[src/hw/rtl/cmt_pkg.sv]
// Package for the counting multiset table: sizes, action codes and the
// command/status structs between controller and datapath. No dependencies.
package cmt_pkg;

	localparam int CAPACITY   = 256;
	localparam int VALUE_BITS = 32;
	localparam int COUNT_BITS = 16;

	localparam int ACTION_W  = 2;
	localparam int IN_VALUE_W = 32;
	localparam int RESULT_W  = 16;
	localparam int DISTINCT_W = 9;
	localparam int TOTAL_W   = 24;

	localparam int IDX_W  = (CAPACITY > 1) ? $clog2(CAPACITY) : 1;
	localparam int LIVE_W = $clog2(CAPACITY + 1);
	localparam int WORD_W = VALUE_BITS + COUNT_BITS;

	typedef enum logic [ACTION_W-1:0] {
		ACT_INSERT    = 2'd0,
		ACT_ERASE_ONE = 2'd1,
		ACT_ERASE_ALL = 2'd2,
		ACT_COUNT     = 2'd3
	} action_t;

	typedef struct packed {
		logic load;    // latch request, restart scan
		logic rd_en;   // read slot at scan address, advance
		logic commit;  // apply update, load result word
	} cmd_t;

	typedef struct packed {
		logic scan_end; // scan address is at the last slot
	} stat_t;

endpackage

[src/hw/rtl/cmt_ctrl.sv]
// Controller of the counting multiset table: sequences accept, scan,
// drain and commit, and owns the result valid flag. Depends on cmt_pkg.
module cmt_ctrl (
	input  logic           clk,
	input  logic           arst_n,
	input  logic           in_valid,
	output logic           in_ready,
	output logic           out_valid,
	input  logic           out_ready,
	output cmt_pkg::cmd_t  cmd,
	input  cmt_pkg::stat_t stat
);
	import cmt_pkg::*;

	typedef enum logic [1:0] {
		ST_IDLE,
		ST_SCAN,
		ST_DRAIN,
		ST_COMMIT
	} state_t;

	state_t state_q;
	logic   out_free;

	assign out_free    = !out_valid || out_ready;
	assign in_ready    = (state_q == ST_IDLE);
	assign cmd.load    = in_ready && in_valid;
	assign cmd.rd_en   = (state_q == ST_SCAN);
	assign cmd.commit  = (state_q == ST_COMMIT) && out_free;

	always_ff @(posedge clk or negedge arst_n) begin
		if (!arst_n) begin
			state_q   <= ST_IDLE;
			out_valid <= 1'b0;
		end else begin
			// a new result word replaces the one taken at this edge
			if (cmd.commit) begin
				out_valid <= 1'b1;
			end else if (out_ready) begin
				out_valid <= 1'b0;
			end
			unique case (state_q)
				ST_IDLE: begin
					if (in_valid) begin
						state_q <= ST_SCAN;
					end
				end
				ST_SCAN: begin
					if (stat.scan_end) begin
						state_q <= ST_DRAIN;
					end
				end
				ST_DRAIN: begin
					state_q <= ST_COMMIT;
				end
				ST_COMMIT: begin
					// hold until the previous result word is gone
					if (out_free) begin
						state_q <= ST_IDLE;
					end
				end
				default: begin
					state_q <= ST_IDLE;
				end
			endcase
		end
	end
endmodule

[config.mk]
export PLATFORM = sky130hd
export DESIGN_NAME = cmt_ctrl
export DESIGN_NICKNAME = d
export VERILOG_FILES = /design/src/hw/rtl/cmt_pkg.sv /design/src/hw/rtl/cmt_ctrl.sv
export SDC_FILE = /design/constraint.sdc
export NUM_CORES = 1
export LEC_CHECK = 0
export ABC_CLOCK_PERIOD_IN_PS = 1500
export BUFFER_PORTS_ARGS = -buffer_cell sky130_fd_sc_hd__buf_4
export CORE_AREA = 4 4 41 43
export CTS_BUF_LIST = sky130_fd_sc_hd__clkbuf_8
export CTS_CLUSTER_SIZE = 20
export DETAILED_ROUTE_END_ITERATION = 6
export DIE_AREA = 0 0 45 47
export PLACE_DENSITY_LB_ADDON = 0.08
export SLEW_MARGIN = 20
export SYNTH_ARGS = -nofsm -noshare
export SYNTH_HDL_FRONTEND = slang
export SYNTH_SLANG_ARGS = --single-unit
[constraint.sdc]
create_clock -name clk -period 1.5 [get_ports clk]
set_input_delay 0.3 -clock clk [delete_from_list [all_inputs] [get_ports clk]]
set_output_delay 0.3 -clock clk [all_outputs]
set_load 0.02 [all_outputs]
==> impl_metrics.tcl, run 1 <==
set metrics [dict create \
    worstHoldStart "out_ready" \
    async_flop_share 1.000 \
    syn_inst 20 \
    yosys-top-cells-count "ha_1 (4), dfrtp_1 (3), and2_1 (2), inv_1 (2), inv_2 (2)" \
    startpoint "state_q[1]$_DFFE_PN0P_" \
    num-fill-cells 149 \
    grt_pass1_vias 204 \
    clk_latency_ns 0.21 \
    placed_cell_area_sq_um 327.8 \
    drtIter0Drc 0 \
    status "finished clean" \
    area_delta_synth_final_pct 74.05 \
    cap_violations 0 \
    p_per_area_nw_per_um2 2360 \
    post-route-cell-area_sq_um 402.9 \
    rr_startpoint "state_q[0]$_DFFE_PN0P_" \
    ys.flop_type "dfrtp_1" \
    num_antenna_cells 0 \
    grt_max_degree 5 \
    cts-root-buf "clkbuf_8" \
    cts_tree "built" \
    first_pass_iters 1 \
    p_leak_nw 0.1999 \
    hold_viol 0 \
    finalCritPeriodShare 0.9641 \
    fin_crit_ns 1.446 \
    end_kind "primary output" \
    io_pins 10 \
    cts_buffers 3 \
    path_max_fanout 3 \
    yosys-top-cells-area "dfrtp_1 (32%), ha_1 (22%), o221ai_4 (11%)" \
    yosys.area.top_type "dfrtp_1" \
    peakVddDrop_v 0.0007248 \
    die_area_sq_um 2115 \
    routedWlPerCell_microns 8.940 \
    relSlewSlack 0.8660 \
    dieHeight_microns 47 \
    fin_nets 45 \
    antenna_found_initial 0 \
    synth.most_common_cell "ha_1" \
    synth_edf_count 0 \
    std_cell_rows 13 \
    synth-seq-cells 3 \
    finalSetupViolCount 0 \
    vias 181 \
    hold_depth 3 \
    power.total_mw 0.9507 \
    viasPerCell 3.620 \
    grt_overflow 0 \
    clk_pin_slew_ns 0.03 \
    grtUsageTotal 0.05841 \
    cp.arrival_ns 1.15 \
    syn-cell-area_sq_um 231.5 \
    hold_slack_ns 0.3800 \
    clockBufferDepth 2 \
    hold_path_class "in2reg" \
    antenna_left 0 \
    reg2reg_depth 5 \
    die_x_microns 45 \
    finClkSkew_ns 0.004178 \
    postCtsSetupBuffers 0 \
    drc 0 \
    yosysUniqueCellTypes 12 \
    synth.net_count 29 \
    clkSinkCount 3 \
    timing.fmax_ghz 0.6915 \
    critPathRequiredTime_ns 1.20 \
    r2r_end "state_q[1]$_DFFE_PN0P_" \
    drv_slew 0 \
    setup.worst_path.start_class "register" \
    core_sq_um 1301 \
    initial_utilization 0.1779 \
    ys_seq_area_frac 0.3243 \
    htreeDepth 1 \
    synth_top_area_frac 0.3243 \
    drt_wl_total_microns 447 \
    tightestPinTransition_ns 0.2009 \
    synth_area_per_cell_sq_um 11.57 \
    path_class "reg2out" \
    yosys_warnings 0 \
    place.gp.congestion 0.6754 \
    grt_pass1_wl_microns 772 \
    place.port_buffers 9 \
    rsz0062_at_grt "no" \
    min_to "out_valid$_DFFE_PN0P_" \
    layout-drive-gt1-share 0.6000 \
    tns_ns 0 \
    rrSetupSlack_ns 0.14 \
]
[final cells by class]
cell class              count  area (sq um)  area share
multi-input cells          13         156.4      0.3882
repair buffers             11         92.59      0.2298
flip-flops and latches      3         75.07      0.1863
clock buffers               3         41.29      0.1025
well taps                  15         18.77     0.04658
inverters                   4         15.01     0.03727
clock inverters             1         3.754    0.009317
[per-layer routing]
layer,track usage,vias to the layer above,part of all wire
met4,0.03509,0,0
met5,0,-,0
met2,0.08757,7,0.54
met3,0.06513,0,0.13
li1,-,94,-
met1,0.04535,80,0.33
[worst max-delay path, stage by stage (launching register included)]
cell     delay [ns]
dfrtp_1        0.38
buf_6          0.13
ha_2           0.17
and2_1         0.14
buf_6          0.13
[where the power goes]
part	total (mW)	internal (mW)	leakage, nW	switching [mW]
Clock	0.224	0.174	0.0269	0.0505
Sequential	0.165	0.126	0.0358	0.0388
Combinational	0.561	0.292	0.137	0.269
Total	0.951	0.593	0.200	0.358
[worst max path at each step]
stage	slack [ns]	depth (start not counted)	endpoint
after detailed placement	0.05	5	state_q[1]$_DFFE_PN0P_
after global placement	0.07	5	state_q[1]$_DFFE_PN0P_
after global routing	0.003	4	cmd[0]
after CTS	0.01	4	cmd[0]
after floorplan	0.06	5	state_q[1]$_DFFE_PN0P_
final	0.05	4	cmd[0]
[flip-flops by register name, summed over array words and instances, names as in the netlist]
signal and flops:
out_valid 1, state_q 2
[logic make-up after synthesis]
kind of cell	count (synthesis)	synth area share
AO/OA/AOI/OAI	1	0.1135
adder cells (fa/ha/maj)	4	0.2162
buffers and inverters	4	0.06489
flip-flops	3	0.3243
multiplexers	2	0.1081
AND/OR/NAND/NOR	6	0.1729
[repair_timing]
action | 4_1_cts | 5_1_grt
gates resized for setup | 2 | 3
hold buffers | 1 | 0
endpoints found under the setup margin | 2 | 2
endpoints found under the hold margin | 3 | 0
[placed cells by master, fill, tap and decap left out]
master / n
and2_1: 2
dlygate4sd3_1: 1
o221ai_4: 1
mux2_4: 1
buf_4: 8
dfrtp_1: 3
inv_1: 2
mux2i_1: 1
buf_6: 2
inv_2: 3
nand2b_4: 1
ha_1: 2
clkbuf_8: 3
ha_4: 1
nand2_1: 1
ha_2: 1
nand2b_1: 1
nor2_1: 1
[per-stage QoR]
stage	setup slack, ns	util	std cells
after floorplan	0.06417	-	20
after global placement	0.06510	0.2519	45
after detailed placement	0.05328	0.2519	45
after CTS	0.01366	0.3038	50
after global routing	0.002685	0.3096	50
final	0.05384	0.3096	50
No activity file was read; power rests on OpenSTA's default activity.
==> run 2, diff against run 1 <==
Settings changed: PLACE_DENSITY from default to 0.49, PLACE_DENSITY_LB_ADDON 0.08 to default.
==> impl_metrics.tcl, run 2 (synthesized netlist as in run 1, its figures left out) <==
set metrics [dict create \
    hold_path_class "in2reg" \
    p_per_area_nw_per_um2 2375 \
    clk_pin_slew_ns 0.03 \
    grt_max_degree 5 \
    rsz0062_at_grt "no" \
    initial_utilization 0.1779 \
    final_common_cell "buf_4" \
    finClkSkew_ns 0.003271 \
    clk_latency_ns 0.21 \
    final_cell_mix "buf_4 (9), inv_2 (3), ha_1 (3), clkbuf_8 (3), dfrtp_1 (3)" \
    largest_reg_flops 2 \
    cts_tree "built" \
    hold_slack_ns 0.3861 \
    path_max_fanout 4 \
    first_pass_iters 4 \
    drc 0 \
    vias 183 \
    p_comb_frac 0.572 \
    seq_power_share 0.185 \
    antenna_left 0 \
    dp_hpwl_microns 383.6 \
    peakVddDrop_v 0.0006985 \
    dieHeight_microns 47 \
    cts_buffers 3 \
    finalCritPeriodShare 0.9627 \
    clockBufferDepth 2 \
    setup.worst_path.start_class "register" \
    p_clk_frac 0.243 \
    p_switching_mw 0.3553 \
    relSlewSlack 0.8643 \
    reg.largest.list "state_q (2), out_valid (1)" \
    rrSetupSlack_ns 0.13 \
    layout-drive-gt1-share 0.5588 \
    place.port_buffers 9 \
    die_x_microns 45 \
    fin_util 0.2962 \
    dp_cells 44 \
    power.total_mw 0.9153 \
    grtUsageTotal 0.05696 \
    num-fill-cells 150 \
    fin_crit_ns 1.444 \
    drv_slew 0 \
    fin_nets 44 \
    end_kind "primary output" \
    antenna_found_initial 0 \
    drtIter0Drc 2 \
    p_leak_nw 0.1946 \
    path_class "reg2out" \
    tns_ns 0 \
    std_cell_rows 13 \
    critPathRequiredTime_ns 1.20 \
    status "finished clean" \
    p_sw_frac 0.3882 \
    area_delta_synth_final_pct 66.49 \
    clkSinkCount 3 \
    timing.fmax_ghz 0.6925 \
    grt_pass1_vias 201 \
    top_register "state_q" \
    cp.arrival_ns 1.14 \
    cts-root-buf "clkbuf_8" \
    internal_power_mw 0.5600 \
    viasPerCell 3.735 \
    num_antenna_cells 0 \
    core_sq_um 1301 \
    io_pins 10 \
    grt_pass1_wl_microns 793 \
    tightestPinTransition_ns 0.2036 \
    final_cells 49 \
    place.gp.congestion 0.6182 \
    grt_overflow 0 \
    cap_violations 0 \
    routedWlPerCell_microns 9.918 \
    drt_wl_total_microns 486 \
    finalSetupViolCount 0 \
    die_area_sq_um 2115 \
    hold_viol 0 \
    htreeDepth 1 \
]
## run 2: cell count changes in the layout (fill, tap and decap cells not counted), sizes merged
| cell | before | now |
|---|---|---|
| buf | 10 | 9 |
## run 2: worst paths after layout
check / from / endpoint / depth (start not counted)
setup / recovery: state_q[1]$_DFFE_PN0P_ / cmd[2] / 4
hold / removal: out_ready / out_valid$_DFFE_PN0P_ / 3
setup reg to reg: state_q[1]$_DFFE_PN0P_ / state_q[1]$_DFFE_PN0P_ / 5
hold reg to reg: out_valid$_DFFE_PN0P_ / out_valid$_DFFE_PN0P_ / 2
max in group asynchronous: arst_n / state_q[1]$_DFFE_PN0P_ / 2
min in group asynchronous: arst_n / out_valid$_DFFE_PN0P_ / 2
## run 2: power groups by stage
stage | registers, mW | clock network [mW] | logic (mW)
final | 0.170 | 0.223 | 0.523
after detailed placement | 0.169 | 0 | 0.498
after global placement | 0.166 | 0 | 0.487
after global routing | 0.174 | 0.239 | 0.575
after floorplan | 0.177 | 0 | 0.341
after CTS | 0.168 | 0.230 | 0.538
## run 2: worst max-delay path: stages (launching register included)
cell,delay (ns)
dfrtp_1,0.38
inv_1,0.10
ha_4,0.18
and2_1,0.13
buf_4,0.15
## run 2: through the flow
stage                     setup slack, ns  cell area [sq um]
after detailed placement          0.05987              320.3
after floorplan                   0.06417              234.0
after CTS                         0.01490              385.4
after global routing              0.01301              385.4
after global placement            0.08102              320.3
final                             0.05591              385.4
## run 2: area by class of cell
class / count / area (sq um) / share of cell area
tap: 15 / 18.77 / 0.04870
sequential: 3 / 75.07 / 0.1948
timing repair buffer: 10 / 77.57 / 0.2013
clock inverter: 1 / 3.754 / 0.009740
clock buffer: 3 / 41.29 / 0.1071
multi-input combinational: 13 / 153.9 / 0.3994
inverter: 4 / 15.01 / 0.03896
## run 2: what timing repair did
| action | CTS | global route |
|---|---|---|
| setup buffers | 0 | 0 |
| hold buffers | 1 | 0 |
| endpoints found under the setup margin | 1 | 1 |
| resized for setup | 1 | 1 |
| hold endpoints to repair | 3 | 0 |
## run 2: per-layer routing
layer / track usage / share of wire / vias up
li1: - / - / 90
met1: 0.05479 / 0.40 / 83
met2: 0.08475 / 0.45 / 10
met3: 0.05747 / 0.15 / 0
met4: 0.01754 / 0 / 0
met5: 0 / 0 / -
==> run 3, diff against run 2 <==
Settings changed: BUFFER_PORTS_ARGS -buffer_cell sky130_fd_sc_hd__buf_4 to -buffer_cell sky130_fd_sc_hd__buf_2.
==> impl_metrics.tcl, run 3 (synthesized netlist as in run 1, its figures left out) <==
set metrics [dict create \
    cp.arrival_ns 1.15 \
    reg.largest.list "state_q (2), out_valid (1)" \
    clk_latency_ns 0.21 \
    finClkSkew_ns 0.002155 \
    final_common_cell "buf_2" \
    rrSetupSlack_ns 0.14 \
    drv_slew 0 \
    die_area_sq_um 2115 \
    final_cell_mix "buf_2 (9), inv_2 (4), ha_1 (3), clkbuf_8 (3), dfrtp_1 (3)" \
    rr_startpoint "state_q[1]$_DFFE_PN0P_" \
    cts_tree "built" \
    place.port_buffers 9 \
    grt_pass1_vias 191 \
    relSlewSlack 0.8623 \
    internal_power_mw 0.5248 \
    slowest_delay_ns 0.41 \
    placed_cell_area_sq_um 297.8 \
    io_pins 10 \
    drt_wl_total_microns 459 \
    top_register "state_q" \
    p_sw_frac 0.4033 \
    p_comb_frac 0.551 \
    vias 182 \
    grt_max_degree 5 \
    reg2reg_depth 5 \
    p_leak_nw 0.1883 \
    grt_pass1_wl_microns 786 \
    post-route-cell-area_sq_um 362.8 \
    critPathRequiredTime_ns 1.20 \
    seq_power_share 0.196 \
    timing.fmax_ghz 0.6915 \
    clkSinkCount 3 \
    dp_hpwl_microns 365.4 \
    setup.worst_path.start_class "register" \
    viasPerCell 3.714 \
    clk_pin_slew_ns 0.03 \
    p_per_area_nw_per_um2 2424 \
    fin_util 0.2788 \
    grtUsageTotal 0.05859 \
    largest_reg_flops 2 \
    hold_slack_ns 0.3898 \
    p_clk_frac 0.253 \
    status "finished clean" \
    finalSetupViolCount 0 \
    path_max_fanout 4 \
    htreeDepth 1 \
    peakVddDrop_v 0.001165 \
    tightestPinTransition_ns 0.2065 \
    path_delay_family "flip-flops" \
    postCtsSetupBuffers 0 \
    antenna_left 0 \
    path_class "reg2out" \
    fin_nets 44 \
    end_kind "primary output" \
    num_antenna_cells 0 \
    area_delta_synth_final_pct 56.76 \
    power.total_mw 0.8796 \
    finalCritPeriodShare 0.9641 \
    cp_cell_sequence "inv_2 -> ha_4 -> and2_1 -> buf_2" \
    first_pass_iters 2 \
    worstHoldStart "out_ready" \
    cts-root-buf "clkbuf_8" \
    dieHeight_microns 47 \
    tns_ns 0 \
    grt_overflow 0 \
    hold_path_class "in2reg" \
    fin_crit_ns 1.446 \
    cp_slowest_cell "dfrtp_1" \
    layout-drive-gt1-share 0.5882 \
    antenna_found_initial 0 \
    routedWlPerCell_microns 9.367 \
    rsz0062_at_grt "no" \
    hold_viol 0 \
    r2r_end "state_q[1]$_DFFE_PN0P_" \
    place.gp.congestion 0.7159 \
    cap_violations 0 \
    drc 0 \
    initial_utilization 0.1779 \
    die_x_microns 45 \
    std_cell_rows 13 \
    timing.critical_path.buf_inv 2 \
    cts_buffers 3 \
    core_sq_um 1301 \
    hold_depth 3 \
    min_to "out_valid$_DFFE_PN0P_" \
    clockBufferDepth 2 \
    drtIter0Drc 4 \
    p_switching_mw 0.3547 \
]
## run 3: cell count changes in the layout (fill, tap and decap cells not counted)
| cell | delta |
|---|---|
| buf_2 | +9 |
| buf_4 | -9 |
| inv_1 | -1 |
| inv_2 | +1 |
## run 3: per-stage QoR
| step | std cells | worst slack [ns] |
|---|---|---|
| 6_report | 49 | 0.05385 |
| 5_1_grt | 49 | 0.0009732 |
| 4_1_cts | 49 | 0.01115 |
| 3_5_place_dp | 44 | 0.06339 |
| 3_3_place_gp | 44 | 0.07084 |
| 2_1_floorplan | 20 | 0.06417 |
## run 3: cell type report
type	instances	area, sq um
Fill cell	147	938.4
Clock buffer	3	41.29
Clock inverter	1	3.754
Multi-Input combinational cell	13	153.9
Tap cell	15	18.77
Sequential cell	3	75.07
Inverter	4	15.01
Timing Repair Buffer	10	55.05
## run 3: routing by layer
layer,global-route usage,wire length (microns),vias up
met5,0,0,-
met4,0.03509,0,0
met3,0.06130,71,0
met2,0.07345,178,10
met1,0.05950,209,82
li1,-,-,90
## run 3: worst max-delay path by stage
stage                                      start                endpoint  slack [ns]  depth (start not counted)
after global routing      state_q[1]$_DFFE_PN0P_                  cmd[2]       0.001                          4
after CTS                 state_q[1]$_DFFE_PN0P_                  cmd[2]        0.01                          4
after global placement    state_q[0]$_DFFE_PN0P_  state_q[1]$_DFFE_PN0P_        0.07                          5
final                     state_q[1]$_DFFE_PN0P_                  cmd[2]        0.05                          4
after floorplan           state_q[0]$_DFFE_PN0P_  state_q[1]$_DFFE_PN0P_        0.06                          5
after detailed placement  state_q[0]$_DFFE_PN0P_  state_q[1]$_DFFE_PN0P_        0.06                          5
## run 3: power groups by stage
stage | Combinational [mW] | Clock, mW | Sequential, mW
6_report | 0.485 | 0.223 | 0.172
3_5_place_dp | 0.450 | 0 | 0.168
5_1_grt | 0.535 | 0.241 | 0.179
3_3_place_gp | 0.452 | 0 | 0.166
4_1_cts | 0.491 | 0.228 | 0.170
2_1_floorplan | 0.341 | 0 | 0.177
## run 3: what timing repair did
item                                    4_1_cts  5_1_grt
hold buffers                                  1        0
resized for setup                             2        1
endpoints found under the hold margin         3        0
endpoints found under the setup margin        1        1
## run 3: worst min-delay path, cell delays in order
cell      delay, ns
buf_2          0.08
nand2b_4       0.13
nand2_1        0.05
